<file path="config.mk">
export PLATFORM = sky130hd
export DESIGN_NAME = block_inode_bitmap_allocator_top
export DESIGN_NICKNAME = d
export VERILOG_FILES = /design/src/design/bim_pkg.sv /design/src/design/bim_map_ram.sv /design/src/design/bim_inode_map.sv /design/src/design/bim_block_engine.sv /design/src/design/block_inode_bitmap_allocator_top.sv
export SDC_FILE = /design/constraint.sdc
export NUM_CORES = 2
export LEC_CHECK = 0
export ABC_AREA = 1
export ABC_CLOCK_PERIOD_IN_PS = 7540
export BUFFER_PORTS_ARGS = -buffer_cell sky130_fd_sc_hd__buf_2
export CAP_MARGIN = 20
export CORE_MARGIN = 2
export CORE_UTILIZATION = 41
export DETAILED_ROUTE_END_ITERATION = 10
export HOLD_SLACK_MARGIN = 0.08
export SLEW_MARGIN = 20
export SYNTH_ARGS = -nofsm -noshare
export SYNTH_HDL_FRONTEND = slang
export SYNTH_SLANG_ARGS = --single-unit
export TNS_END_PERCENT = 20
</file>
<file path="constraint.sdc">
create_clock -name clk -period 7.54 [get_ports clk]
set_input_delay 0.377 -clock clk [delete_from_list [all_inputs] [get_ports clk]]
set_output_delay 0.377 -clock clk [all_outputs]
set_load 0.03 [all_outputs]
</file>
<file path="src/design/bim_pkg.sv">
// Shared types, codes and helpers for the free-space bitmap allocator.
// Used by every module of the allocator except bim_map_ram; depends on nothing else.
package bim_pkg;

  // Default geometry of the filesystem
  localparam int unsigned NUM_BLOCKS_DEF      = 4096;
  localparam int unsigned RESERVED_BLOCKS_DEF = 13;
  localparam int unsigned NUM_INODES_DEF      = 20;

  // Width of one bitmap word in the block map memory
  localparam int unsigned WORD_BITS = 64;

  // Request operation codes
  localparam logic [2:0] OP_FIND_BLOCK   = 3'd0;
  localparam logic [2:0] OP_ASSIGN_BLOCK = 3'd1;
  localparam logic [2:0] OP_FREE_BLOCK   = 3'd2;
  localparam logic [2:0] OP_FIND_INODE   = 3'd3;
  localparam logic [2:0] OP_ASSIGN_INODE = 3'd4;
  localparam logic [2:0] OP_FREE_INODE   = 3'd5;

  // Response status codes
  localparam logic [1:0] STATUS_OK     = 2'd0;
  localparam logic [1:0] STATUS_REJECT = 2'd1;
  localparam logic [1:0] STATUS_NONE   = 2'd2;

  typedef struct packed {
    logic [2:0]  op;
    logic [11:0] target_index;
  } bim_req_t;

  typedef struct packed {
    logic [12:0] found_index;
    logic [1:0]  status;
  } bim_rsp_t;

  // Command from the sequencer to the inode map
  typedef struct packed {
    logic        commit;
    logic [2:0]  op;
    logic [11:0] target_index;
  } bim_inode_cmd_t;

  typedef enum logic [2:0] {
    S_CLEAR,
    S_IDLE,
    S_EXEC,
    S_RMW,
    S_SCAN,
    S_DONE
  } bim_state_t;

  // Lowest set bit of a 64-bit word: pick the lowest nonzero byte, then the
  // lowest bit inside it. Result is meaningless for an all-zero word.
  function automatic logic [5:0] lowest_set(input logic [63:0] v);
    logic [2:0] grp_sel;
    logic [7:0] grp_val;
    logic [2:0] bit_sel;
    grp_sel = '0;
    for (int i = 7; i >= 0; i--) begin
      if (v[i*8 +: 8] != 8'h00) grp_sel = 3'(i);
    end
    grp_val = v[{grp_sel, 3'b000} +: 8];
    bit_sel = '0;
    for (int j = 7; j >= 0; j--) begin
      if (grp_val[j]) bit_sel = 3'(j);
    end
    return {grp_sel, bit_sel};
  endfunction

endpackage

</file>
<file path="src/design/bim_map_ram.sv">
// Block bitmap storage: one write port, one read port, registered read data.
// Depends on nothing; sized by its parameters.
module bim_map_ram #(
  parameter int unsigned DEPTH = 64,
  parameter int unsigned AW    = 6,
  parameter int unsigned DW    = 64
) (
  input  logic          clk,
  input  logic          we,
  input  logic [AW-1:0] waddr,
  input  logic [DW-1:0] wdata,
  input  logic [AW-1:0] raddr,
  output logic [DW-1:0] rdata
);

  logic [DW-1:0] mem [DEPTH];

  // Write port
  always_ff @(posedge clk) begin
    if (we) mem[waddr] <= wdata;
  end

  // Read port, registered
  always_ff @(posedge clk) begin
    rdata <= mem[raddr];
  end

endmodule

</file>
<file path="src/design/bim_inode_map.sv">
// Inode in-use map held in a register, with find, assign and free logic.
// Depends on bim_pkg for codes, the command struct and lowest_set.
module bim_inode_map #(
  parameter int unsigned NUM_INODES = bim_pkg::NUM_INODES_DEF
) (
  input  logic                    clk,
  input  logic                    rst,
  input  bim_pkg::bim_inode_cmd_t cmd,
  output bim_pkg::bim_rsp_t       result
);

  localparam logic [12:0] NONE_INDEX = 13'(NUM_INODES % 8192);
  localparam logic [63:0] INODE_MASK =
    (NUM_INODES >= 64) ? '1 : ((64'(1) << NUM_INODES) - 64'(1));

  logic [NUM_INODES-1:0] inode_map;
  logic [NUM_INODES-1:0] inode_map_next;
  logic [63:0]           free_bits;
  logic [63:0]           bit_mask;
  logic                  target_ok;

  // Only the low NUM_INODES bits can be free
  assign free_bits = ~64'(inode_map) & INODE_MASK;
  assign bit_mask  = 64'(1) << cmd.target_index[5:0];
  assign target_ok = 32'(cmd.target_index) < 32'(NUM_INODES);

  // Decode the request against the current map
  always_comb begin
    inode_map_next = inode_map;
    result.found_index = '0;
    result.status      = bim_pkg::STATUS_REJECT;
    case (cmd.op)
      bim_pkg::OP_FIND_INODE: begin
        if (free_bits != '0) begin
          result.found_index = 13'(bim_pkg::lowest_set(free_bits));
          result.status      = bim_pkg::STATUS_OK;
        end else begin
          result.found_index = NONE_INDEX;
          result.status      = bim_pkg::STATUS_NONE;
        end
      end
      bim_pkg::OP_ASSIGN_INODE: begin
        if (target_ok) begin
          inode_map_next = inode_map | bit_mask[NUM_INODES-1:0];
          result.status  = bim_pkg::STATUS_OK;
        end
      end
      bim_pkg::OP_FREE_INODE: begin
        if (target_ok) begin
          inode_map_next = inode_map & ~bit_mask[NUM_INODES-1:0];
          result.status  = bim_pkg::STATUS_OK;
        end
      end
      default: begin
        inode_map_next = inode_map;
      end
    endcase
  end

  // Update the map only when the sequencer commits the transaction
  always_ff @(posedge clk) begin
    if (rst) begin
      inode_map <= '0;
    end else if (cmd.commit) begin
      inode_map <= inode_map_next;
    end
  end

endmodule

</file>
<file path="src/design/bim_block_engine.sv">
// Request sequencer: clears the block map after reset, scans it for a free
// block, and does read-modify-write for assign and free. Uses bim_pkg,
// bim_map_ram, and the inode map through a command struct.
module bim_block_engine #(
  parameter int unsigned NUM_BLOCKS      = bim_pkg::NUM_BLOCKS_DEF,
  parameter int unsigned RESERVED_BLOCKS = bim_pkg::RESERVED_BLOCKS_DEF
) (
  input  logic                    clk,
  input  logic                    rst,
  input  logic                    req_valid,
  output logic                    req_stall,
  input  bim_pkg::bim_req_t       req,
  output logic                    res_valid,
  input  logic                    res_take,
  output bim_pkg::bim_rsp_t       res,
  output bim_pkg::bim_inode_cmd_t inode_cmd,
  input  bim_pkg::bim_rsp_t       inode_res
);

  localparam int unsigned MAP_WORDS = (NUM_BLOCKS + 63) / 64;
  localparam int unsigned WORD_AW   = (MAP_WORDS > 1) ? $clog2(MAP_WORDS) : 1;
  localparam int unsigned TAIL_BITS = NUM_BLOCKS % 64;
  localparam logic [WORD_AW-1:0] LAST_WORD = WORD_AW'(MAP_WORDS - 1);
  localparam logic [63:0] FIRST_MASK = ~((64'(1) << RESERVED_BLOCKS) - 64'(1));
  localparam logic [63:0] TAIL_MASK  =
    (TAIL_BITS == 0) ? '1 : ((64'(1) << TAIL_BITS) - 64'(1));
  localparam logic [12:0] NONE_INDEX = 13'(NUM_BLOCKS % 8192);

  bim_pkg::bim_state_t state;
  bim_pkg::bim_state_t state_next;

  logic [2:0]         op_q;
  logic [11:0]        tgt_q;
  logic [WORD_AW-1:0] chk_idx;
  bim_pkg::bim_rsp_t  res_next;

  logic               ram_we;
  logic [WORD_AW-1:0] ram_waddr;
  logic [63:0]        ram_wdata;
  logic [WORD_AW-1:0] ram_raddr;
  logic [63:0]        ram_rdata;

  logic               blk_ok;
  logic [WORD_AW-1:0] tgt_word;
  logic [63:0]        tgt_bit;
  logic [63:0]        free_bits;
  logic               hit;
  logic [31:0]        found_full;

  bim_map_ram #(
    .DEPTH(MAP_WORDS),
    .AW   (WORD_AW),
    .DW   (bim_pkg::WORD_BITS)
  ) u_map_ram (
    .clk  (clk),
    .we   (ram_we),
    .waddr(ram_waddr),
    .wdata(ram_wdata),
    .raddr(ram_raddr),
    .rdata(ram_rdata)
  );

  // Target decode for block assign and free
  assign blk_ok   = (32'(tgt_q) >= 32'(RESERVED_BLOCKS)) && (32'(tgt_q) < 32'(NUM_BLOCKS));
  assign tgt_word = WORD_AW'(tgt_q[11:6]);
  assign tgt_bit  = 64'(1) << tgt_q[5:0];

  // Free bits of the word now on the read port, reserved and tail masked off
  always_comb begin
    free_bits = ~ram_rdata;
    if (chk_idx == '0) free_bits = free_bits & FIRST_MASK;
    if (chk_idx == LAST_WORD) free_bits = free_bits & TAIL_MASK;
  end

  assign hit        = free_bits != '0;
  assign found_full = (32'(chk_idx) << 6) | 32'(bim_pkg::lowest_set(free_bits));

  // Next state
  always_comb begin
    state_next = state;
    unique case (state)
      bim_pkg::S_CLEAR: begin
        if (chk_idx == LAST_WORD) state_next = bim_pkg::S_IDLE;
      end
      bim_pkg::S_IDLE: begin
        if (req_valid) state_next = bim_pkg::S_EXEC;
      end
      bim_pkg::S_EXEC: begin
        case (op_q) inside
          bim_pkg::OP_FIND_BLOCK: state_next = bim_pkg::S_SCAN;
          bim_pkg::OP_ASSIGN_BLOCK, bim_pkg::OP_FREE_BLOCK:
            state_next = blk_ok ? bim_pkg::S_RMW : bim_pkg::S_DONE;
          default: state_next = bim_pkg::S_DONE;
        endcase
      end
      bim_pkg::S_RMW: begin
        state_next = bim_pkg::S_DONE;
      end
      bim_pkg::S_SCAN: begin
        if (hit || chk_idx == LAST_WORD) state_next = bim_pkg::S_DONE;
      end
      bim_pkg::S_DONE: begin
        if (res_take) state_next = bim_pkg::S_IDLE;
      end
      default: state_next = bim_pkg::S_CLEAR;
    endcase
  end

  // Outputs: memory port, inode command, result to capture
  always_comb begin
    ram_we    = 1'b0;
    ram_waddr = chk_idx;
    ram_wdata = '0;
    ram_raddr = chk_idx;
    req_stall = (state != bim_pkg::S_IDLE);
    res_valid = (state == bim_pkg::S_DONE);
    res_next.found_index = '0;
    res_next.status      = bim_pkg::STATUS_REJECT;
    inode_cmd.commit       = 1'b0;
    inode_cmd.op           = op_q;
    inode_cmd.target_index = tgt_q;
    unique case (state)
      bim_pkg::S_CLEAR: begin
        ram_we = 1'b1;
      end
      bim_pkg::S_IDLE: begin
        ram_we = 1'b0;
      end
      bim_pkg::S_EXEC: begin
        case (op_q) inside
          bim_pkg::OP_FIND_BLOCK: ram_raddr = '0;
          bim_pkg::OP_ASSIGN_BLOCK, bim_pkg::OP_FREE_BLOCK: ram_raddr = tgt_word;
          bim_pkg::OP_FIND_INODE, bim_pkg::OP_ASSIGN_INODE, bim_pkg::OP_FREE_INODE: begin
            inode_cmd.commit = 1'b1;
            res_next         = inode_res;
          end
          default: res_next.status = bim_pkg::STATUS_REJECT;
        endcase
      end
      bim_pkg::S_RMW: begin
        ram_we    = 1'b1;
        ram_waddr = tgt_word;
        ram_wdata = (op_q == bim_pkg::OP_ASSIGN_BLOCK) ? (ram_rdata | tgt_bit)
                                                       : (ram_rdata & ~tgt_bit);
        res_next.status = bim_pkg::STATUS_OK;
      end
      bim_pkg::S_SCAN: begin
        ram_raddr = chk_idx + 1'b1;
        if (hit) begin
          res_next.found_index = found_full[12:0];
          res_next.status      = bim_pkg::STATUS_OK;
        end else begin
          res_next.found_index = NONE_INDEX;
          res_next.status      = bim_pkg::STATUS_NONE;
        end
      end
      bim_pkg::S_DONE: begin
        ram_we = 1'b0;
      end
      default: ram_we = 1'b0;
    endcase
  end

  // State and word pointer
  always_ff @(posedge clk) begin
    if (rst) begin
      state   <= bim_pkg::S_CLEAR;
      chk_idx <= '0;
    end else begin
      state <= state_next;
      if (state == bim_pkg::S_CLEAR) begin
        chk_idx <= chk_idx + 1'b1;
      end else if (state == bim_pkg::S_EXEC) begin
        chk_idx <= '0;
      end else if (state == bim_pkg::S_SCAN && state_next == bim_pkg::S_SCAN) begin
        chk_idx <= chk_idx + 1'b1;
      end
    end
  end

  // Hold the request and capture the result on entry to DONE
  always_ff @(posedge clk) begin
    if (req_valid && !req_stall) begin
      op_q  <= req.op;
      tgt_q <= req.target_index;
    end
    if (state != bim_pkg::S_DONE && state_next == bim_pkg::S_DONE) begin
      res <= res_next;
    end
  end

  // An accepted transaction goes straight to execution
  a_accept_exec: assert property (@(posedge clk) disable iff (rst)
    (req_valid && !req_stall) |=> state == bim_pkg::S_EXEC)
    else $error("accepted transaction did not enter execution");

  // Write-back hits the word that was read the cycle before
  a_rmw_same_word: assert property (@(posedge clk) disable iff (rst)
    state == bim_pkg::S_RMW |-> ram_waddr == $past(ram_raddr))
    else $error("write-back address differs from read address");

  // The map is never written while it is being scanned
  a_scan_no_write: assert property (@(posedge clk) disable iff (rst)
    state == bim_pkg::S_SCAN |-> !ram_we)
    else $error("bitmap written during scan");

  // A none-free result carries the map size as its index
  a_none_index: assert property (@(posedge clk) disable iff (rst)
    (res_valid && res.status == bim_pkg::STATUS_NONE) |->
      (res.found_index == NONE_INDEX ||
       res.found_index == inode_res.found_index))
    else $error("none-free result with wrong index");

endmodule

</file>
<file path="src/design/block_inode_bitmap_allocator_top.sv">
// Top level of the free-space bitmap allocator: sequencer, inode map and
// response register. Depends on bim_pkg, bim_block_engine, bim_inode_map.
//
//   channel  direction  handshake             payload
//   req      in         req_valid/req_stall   bim_req_t (op, target_index)
//   rsp      out        rsp_valid/rsp_stall   bim_rsp_t (found_index, status)
//
// After reset the block map memory is cleared one word a cycle, with
// req_stall held high. One transaction at a time; the next is taken only
// after the previous result moves into the response register. Find block
// examines one word per cycle, set by the memory read port, and stops at
// the first word with a free block or at the last word. Assign or free
// block: read, then write back. Inode ops and rejected requests go straight
// from execution to done. A stalled response holds; the sequencer keeps its
// finished result and takes no new request until that result is passed on.
module block_inode_bitmap_allocator_top #(
  parameter int unsigned NUM_BLOCKS      = bim_pkg::NUM_BLOCKS_DEF,
  parameter int unsigned RESERVED_BLOCKS = bim_pkg::RESERVED_BLOCKS_DEF,
  parameter int unsigned NUM_INODES      = bim_pkg::NUM_INODES_DEF
) (
  input  logic              clk,
  input  logic              rst,
  input  logic              req_valid,
  output logic              req_stall,
  input  bim_pkg::bim_req_t req,
  output logic              rsp_valid,
  input  logic              rsp_stall,
  output bim_pkg::bim_rsp_t rsp
);

  logic                    res_valid;
  logic                    res_take;
  bim_pkg::bim_rsp_t       res;
  bim_pkg::bim_inode_cmd_t inode_cmd;
  bim_pkg::bim_rsp_t       inode_res;

  bim_block_engine #(
    .NUM_BLOCKS     (NUM_BLOCKS),
    .RESERVED_BLOCKS(RESERVED_BLOCKS)
  ) u_engine (
    .clk      (clk),
    .rst      (rst),
    .req_valid(req_valid),
    .req_stall(req_stall),
    .req      (req),
    .res_valid(res_valid),
    .res_take (res_take),
    .res      (res),
    .inode_cmd(inode_cmd),
    .inode_res(inode_res)
  );

  bim_inode_map #(
    .NUM_INODES(NUM_INODES)
  ) u_inode_map (
    .clk   (clk),
    .rst   (rst),
    .cmd   (inode_cmd),
    .result(inode_res)
  );

  // Response register takes a result whenever it is empty or draining
  assign res_take = !rsp_valid || !rsp_stall;

  always_ff @(posedge clk) begin
    if (rst) begin
      rsp_valid <= 1'b0;
    end else if (res_valid && res_take) begin
      rsp_valid <= 1'b1;
    end else if (!rsp_stall) begin
      rsp_valid <= 1'b0;
    end
  end

  always_ff @(posedge clk) begin
    if (res_valid && res_take) rsp <= res;
  end

endmodule
</file>
; ---- After elaboration in Yosys (flattened, before gate mapping)
; Memory sizes are Yosys's and may differ from the RTL's. A register that Yosys moved wholly into a read port is not among the register bits.
; Index checks and enable logic that the tools add are counted.
[totals]
n_memories = 1
in_bits = 19
ff_bits = 75
ramBits = 4096
[memory_table]
columns = memory, depth, word_bits, read_ports, rd_clocked_by_memory_dff, write_ports, line_no
row1 = u_engine.u_map_ram.mem, 64, 64, 1, 1, 1, bim_map_ram.sv:16  ; logic [DW-1:0] mem [DEPTH];
[classes]
eq_ne = 18
shift = 3
n_reduce_logical = 32
add_sub_neg = 1
order_cmp = 2
mux = 72
bitwise = 9
[ops]
columns = operator, n
row1 = two-way mux 64 bit, 2
row2 = NOT 64 bit, 2
row3 = nonzero test 64 bit, 2
row4 = indexed part select 64 x 7 -> 8 bit, 2
row5 = two-way mux 3 bit, 33
row6 = nonzero test 8 bit, 11
row7 = AND 64 bit, 1
row8 = OR 64 bit, 1
row9 = left shift 1 x 6 -> 64 bit (first input constant), 1
row10 = two-way mux 13 bit, 4
row11 = two-way mux 6 bit, 7
row12 = two-way mux 20 bit, 2
row13 = NOT 20 bit, 2
row14 = one-hot mux 20 bit (2 select lines), 1
row15 = one-hot mux 13 bit (2 select lines), 1
row16 = AND 20 bit, 1
row17 = OR 20 bit, 1
row18 = == test 3 bit (second input constant), 6
row19 = one-hot mux 3 bit (6 select lines), 1
row20 = two-way mux 15 bit, 1
row21 = == test 3 x 2 -> 1 bit (second input constant), 4
row22 = greater-or-equal comparator 12 x 4 -> 1 bit (second input constant), 1
row23 = less-than comparator 12 x 5 -> 1 bit (second input constant), 1
row24 = two-way mux 2 bit, 6
row25 = other kinds (22), 43

; ---- Longest topological paths before layout
[depth]
word_depth = 22
depth_mapped = 25
depth_no_buf = 24

; ---- Cells and area by module
; From an unflattened synthesis, not the netlist that was laid out.
[unflattened]
cells_unflattened = 14380
hier_area_um2 = 171618.3
[by_module_without_submodules]
columns = mod, area_each_um2, n_inst, cells_each, seq_area_each_um2
row1 = bim_map_ram, 165306.0, 1, 13405, 124279.2
row2 = bim_block_engine, 4454.3, 1, 741, 1081.0
row3 = bim_inode_map, 1363.8, 1, 214, 400.4
row4 = block_inode_bitmap_allocator_top, 494.2, 1, 20, 470.5

; ---- Least setup slack after synthesis
; OpenSTA, ideal clock, no wires.
[synth_path]
path_kind = register to register
start = reg u_engine.state[1]
end = mem u_engine.u_map_ram.mem[11][0] (enable)
setup_time_ns = 0.487
stages_incl_launch_ff = 10
setup_slack_ns = 2.373
t_arrival_ns = 4.681
period_less_slack_ns = 5.167
cell_sequence = dfxtp_1 inv_1 nor3_2 inv_2 clkbuf_1 o21ai_1 inv_1 nor3_1 nand2_1 nor2_1
[synth_via]
elab_chain_len = 5
word_cells_on_any_way = 7
cone_classes = eq/ne (1) / mux (4) / reduce/logical (2)
[synth_rtl]
columns = item, line_no
row1 = start: declaration, bim_block_engine.sv:29  ; bim_pkg::bim_state_t state;
row2 = start signal: assignment, bim_block_engine.sv:167  ; state <= bim_pkg::S_CLEAR;
row3 = start signal: assignment, bim_block_engine.sv:170  ; state <= state_next;
row4 = == test 3 x 2 -> 1 bit / zero test 3 bit (equally long branches), bim_block_engine.sv:122  ; unique case (state)
row5 = OR reduction 2 bit (no line), n/a
row6 = two-way mux 1 bit, bim_block_engine.sv:122
row7 = two-way mux 1 bit, bim_map_ram.sv:20  ; if (we) mem[waddr] <= wdata;
row8 = two-way mux 1 bit (not written as such), bim_map_ram.sv:20
row9 = end: declaration, bim_map_ram.sv:16
; Several ways; a longest one is shown, not always the timed one.

; ---- Final worst setup path
[layout_path]
start = reg u_engine.state[1]
end = mem u_engine.u_map_ram.mem[43][12] (enable)
; Same word-level chain as after synthesis.

==> results.sh <==
export IMPL_status="complete, no violations"
export IMPL_first_pass_iters=9
export IMPL_drt_iter0_drc=16000
export IMPL_synth_edf_count=4141
export IMPL_endpoint="u_engine.u_map_ram.mem[43][12]$_DFFE_PP_"
export IMPL_cts_setup_buffers=0
export IMPL_r2r_slack_ns=2.02
export IMPL_hpwl_um=271000
export IMPL_avgSynthCellArea_um2=12.7
export IMPL_ys_ff_latch=4235
export IMPL_ir_worst_vdd_mv=0.193
export IMPL_vias=112000
export IMPL_ctsHtreeMaxLevel=5
export IMPL_crit_path_start="u_engine.state[1]$_SDFF_PP0_"
export IMPL_start_util=0.412
export IMPL_min_period_over_period=0.733
export IMPL_netlist_area_leader_share=0.726
export IMPL_cts_sinks=4235
export IMPL_gp_congestion=0.917
export IMPL_synthToLayoutAreaGrowth_pct=12.5
export IMPL_required_ns=8.13
export IMPL_die_x_um=651
export IMPL_relSlewSlack=0.221
export IMPL_io_pins=36
export IMPL_ys_dominant_reg_cell="edfxtp_1"
export IMPL_grt_max_degree=194
export IMPL_grt_pass1_wl_um=761000
export IMPL_ant_nets=0
export IMPL_p_leak_nw=56.9
export IMPL_synth_top_area_cell="edfxtp_1"
export IMPL_drt_wl_total_um=538000
export IMPL_drt_wirelength_per_cell_um=28.0
export IMPL_crit_arrival_ns=6.12
export IMPL_fin_nets=13400
export IMPL_clock_path_buffers=4
export IMPL_syn_area_um2=171000
export IMPL_drc=0
export IMPL_crit_fanout=64
export IMPL_port_buffers=35
export IMPL_setup_violations=0
export IMPL_min_from="req[10]"
export IMPL_r2r_start="u_engine.state[1]$_SDFF_PP0_"
export IMPL_numCtsBuffers=420
export IMPL_hold_viol_final=0
export IMPL_rows=237
export IMPL_rsz0062_at_grt="false"
export IMPL_antenna_found_initial=13
export IMPL_coreArea_um2=416000
export IMPL_grt_pass1_vias=103000
export IMPL_clkTransAtPathRegs_ns=0.06
export IMPL_min_path_type="in2reg"
export IMPL_cts_root_buf="clkbuf_16"
export IMPL_cap_violations=0
export IMPL_critPathCaptureType="register"
export IMPL_clkLatencyLatePin_ns=1.00
export IMPL_grtUsageTotal=0.246
export IMPL_worstRegToRegCells=10
export IMPL_clock_skew_ns=0.0792
export IMPL_ys_types=52
export IMPL_synth_area_leaders="edfxtp_1, o211ai_1, o21ai_0, nor2_1, nand2_1"
export IMPL_yosys_warnings=0
export IMPL_tritoncts="built"
export IMPL_async_flop_share=0
export IMPL_r2r_end="u_engine.u_map_ram.mem[43][12]$_DFFE_PP_"
export IMPL_max_freq_mhz=181
export IMPL_p_per_area_nw_per_um2=261
export IMPL_viasPerCell=5.81
export IMPL_tightest_slew_ns=1.17
export IMPL_finalCriticalPeriod_ns=5.52
export IMPL_synth_seq_area_share=0.737
export IMPL_drive_above_1_share=0.0987
export IMPL_final_cell_mix="edfxtp_1, o21ai_0, nand2_1"
export IMPL_slew_viol_final=0
export IMPL_fp_dieH_um=651
export IMPL_setup_tns_ns=0
export IMPL_critPathLaunchType="register"
export IMPL_overflow=0
export IMPL_holdWs_ns=0.158
export IMPL_synth_cells=13500
export IMPL_fp_dieArea_um2=423000
export IMPL_final_common_cell="edfxtp_1"
export IMPL_syn_nets=13500
export IMPL_crit_type="reg2reg"
-- area by class of cell --
class                   instances  area (um^2)
diodes                          5         12.5
clock buffers                 538        11200
clock inverters               245         2470
fillers                     36800       224000
inverters                     853         3250
multi-input cells            7483        38800
flip-flops and latches       4235       126000
well taps                    5497         6880
repair buffers                395         3900
-- Yosys cell counts (5+ instances only) --
cell and n:
o32ai_1 64, nand2_4 5, o211ai_1 1016, dfxtp_1 94
o21ai_0 1495, o22ai_1 264, inv_1 834, clkbuf_1 442
o21ai_1 611, buf_2 391, or2_2 216, buf_6 17
nand3_1 663, nand4_1 31, nor2_1 1484, buf_1 37
a211oi_1 9, a21oi_1 69, nor3_1 39, nand2_1 1410
edfxtp_1 4141, o21bai_1 63, inv_2 16, buf_4 47
-- report_power, final --
part           switching (W)  total, W  internal [W]
logic                0.00241   0.00333      0.000925
clock network        0.00910    0.0210        0.0119
registers           0.000295    0.0260        0.0257
total                 0.0118    0.0503        0.0385
-- worst max-delay path: stages (launching register included) --
cell,delay [ns]
dfxtp_1,0.44
inv_1,0.13
nor3_4,0.16
buf_4,0.55
inv_2,0.41
o21ai_1,0.75
inv_1,0.23
nor3_1,0.29
nand2_1,0.43
nor2_4,0.88
buf_4,0.65
-- routing by layer --
metal,vias to the layer above,GRT usage,part of all wire
met2,5709,0.392,0.46
li1,49200,-,-
met4,2,0.0798,0.036
met3,874,0.0413,0.096
met5,-,0,0.000024
met1,56100,0.345,0.41
-- logic make-up (layout without fill, tap and decap cells) --
kind of cell             count (synthesis)  in the layout  synth area share
AO/OA/AOI/OAI                         3609           3609             0.125
XOR/XNOR                                 2              2          0.000102
adder cells (fa/ha/maj)                  2              2          0.000146
buffers and inverters                 1787           2031            0.0438
flip-flops                            4235           4235             0.737
other                                    0              5                 0
AND/OR/NAND/NOR                       3870           3870            0.0945
-- registers in the layout, summed over array words and instances (netlist names), named ones only --
name and count:
u_engine.u_map_ram.rdata 64, u_engine.res 15, rsp_valid 1, u_engine.chk_idx 6, u_engine.state 3, u_engine.tgt_q 12, u_engine.u_map_ram.mem 4096, rsp 15
u_engine.op_q 3
-- metrics by stage --
stage	power, W	worst slack, ns	util	area, um^2	cells
after floorplan	0.0285	2.37	-	171000	13500
after global placement	0.0297	2.22	0.429	179000	18400
after detailed placement	0.0297	2.25	0.429	179000	18400
after CTS	0.0505	2.20	0.463	193000	19200
after global routing	0.0517	1.90	0.463	193000	19200
final	0.0503	2.02	0.463	193000	19300
-- repair_timing --
action / 4_1_cts / 5_1_grt
gates resized for setup: 0 / 0
hold buffers: 29 / 0
endpoints found under the hold margin: 53 / 0
endpoints found under the setup margin: 0 / 0
-- how the worst min path moves through the flow --
| stage | to | slack [ns] | cells past startpoint |
|---|---|---|---|
| finish | u_engine.tgt_q[10]$_DFFE_PP_ | 0.16 | 2 |
| floorplan | rsp[0]$_DFFE_PP_ | 0.40 | 0 |
| global placement | rsp[11]$_DFFE_PP_ | 0.41 | 0 |
| detailed placement | rsp[0]$_DFFE_PP_ | 0.41 | 0 |
| global route | u_engine.op_q[2]$_DFFE_PP_ | 0.12 | 2 |
| CTS | u_engine.op_q[2]$_DFFE_PP_ | 0.08 | 2 |
(Power assumes the default switching activity.)
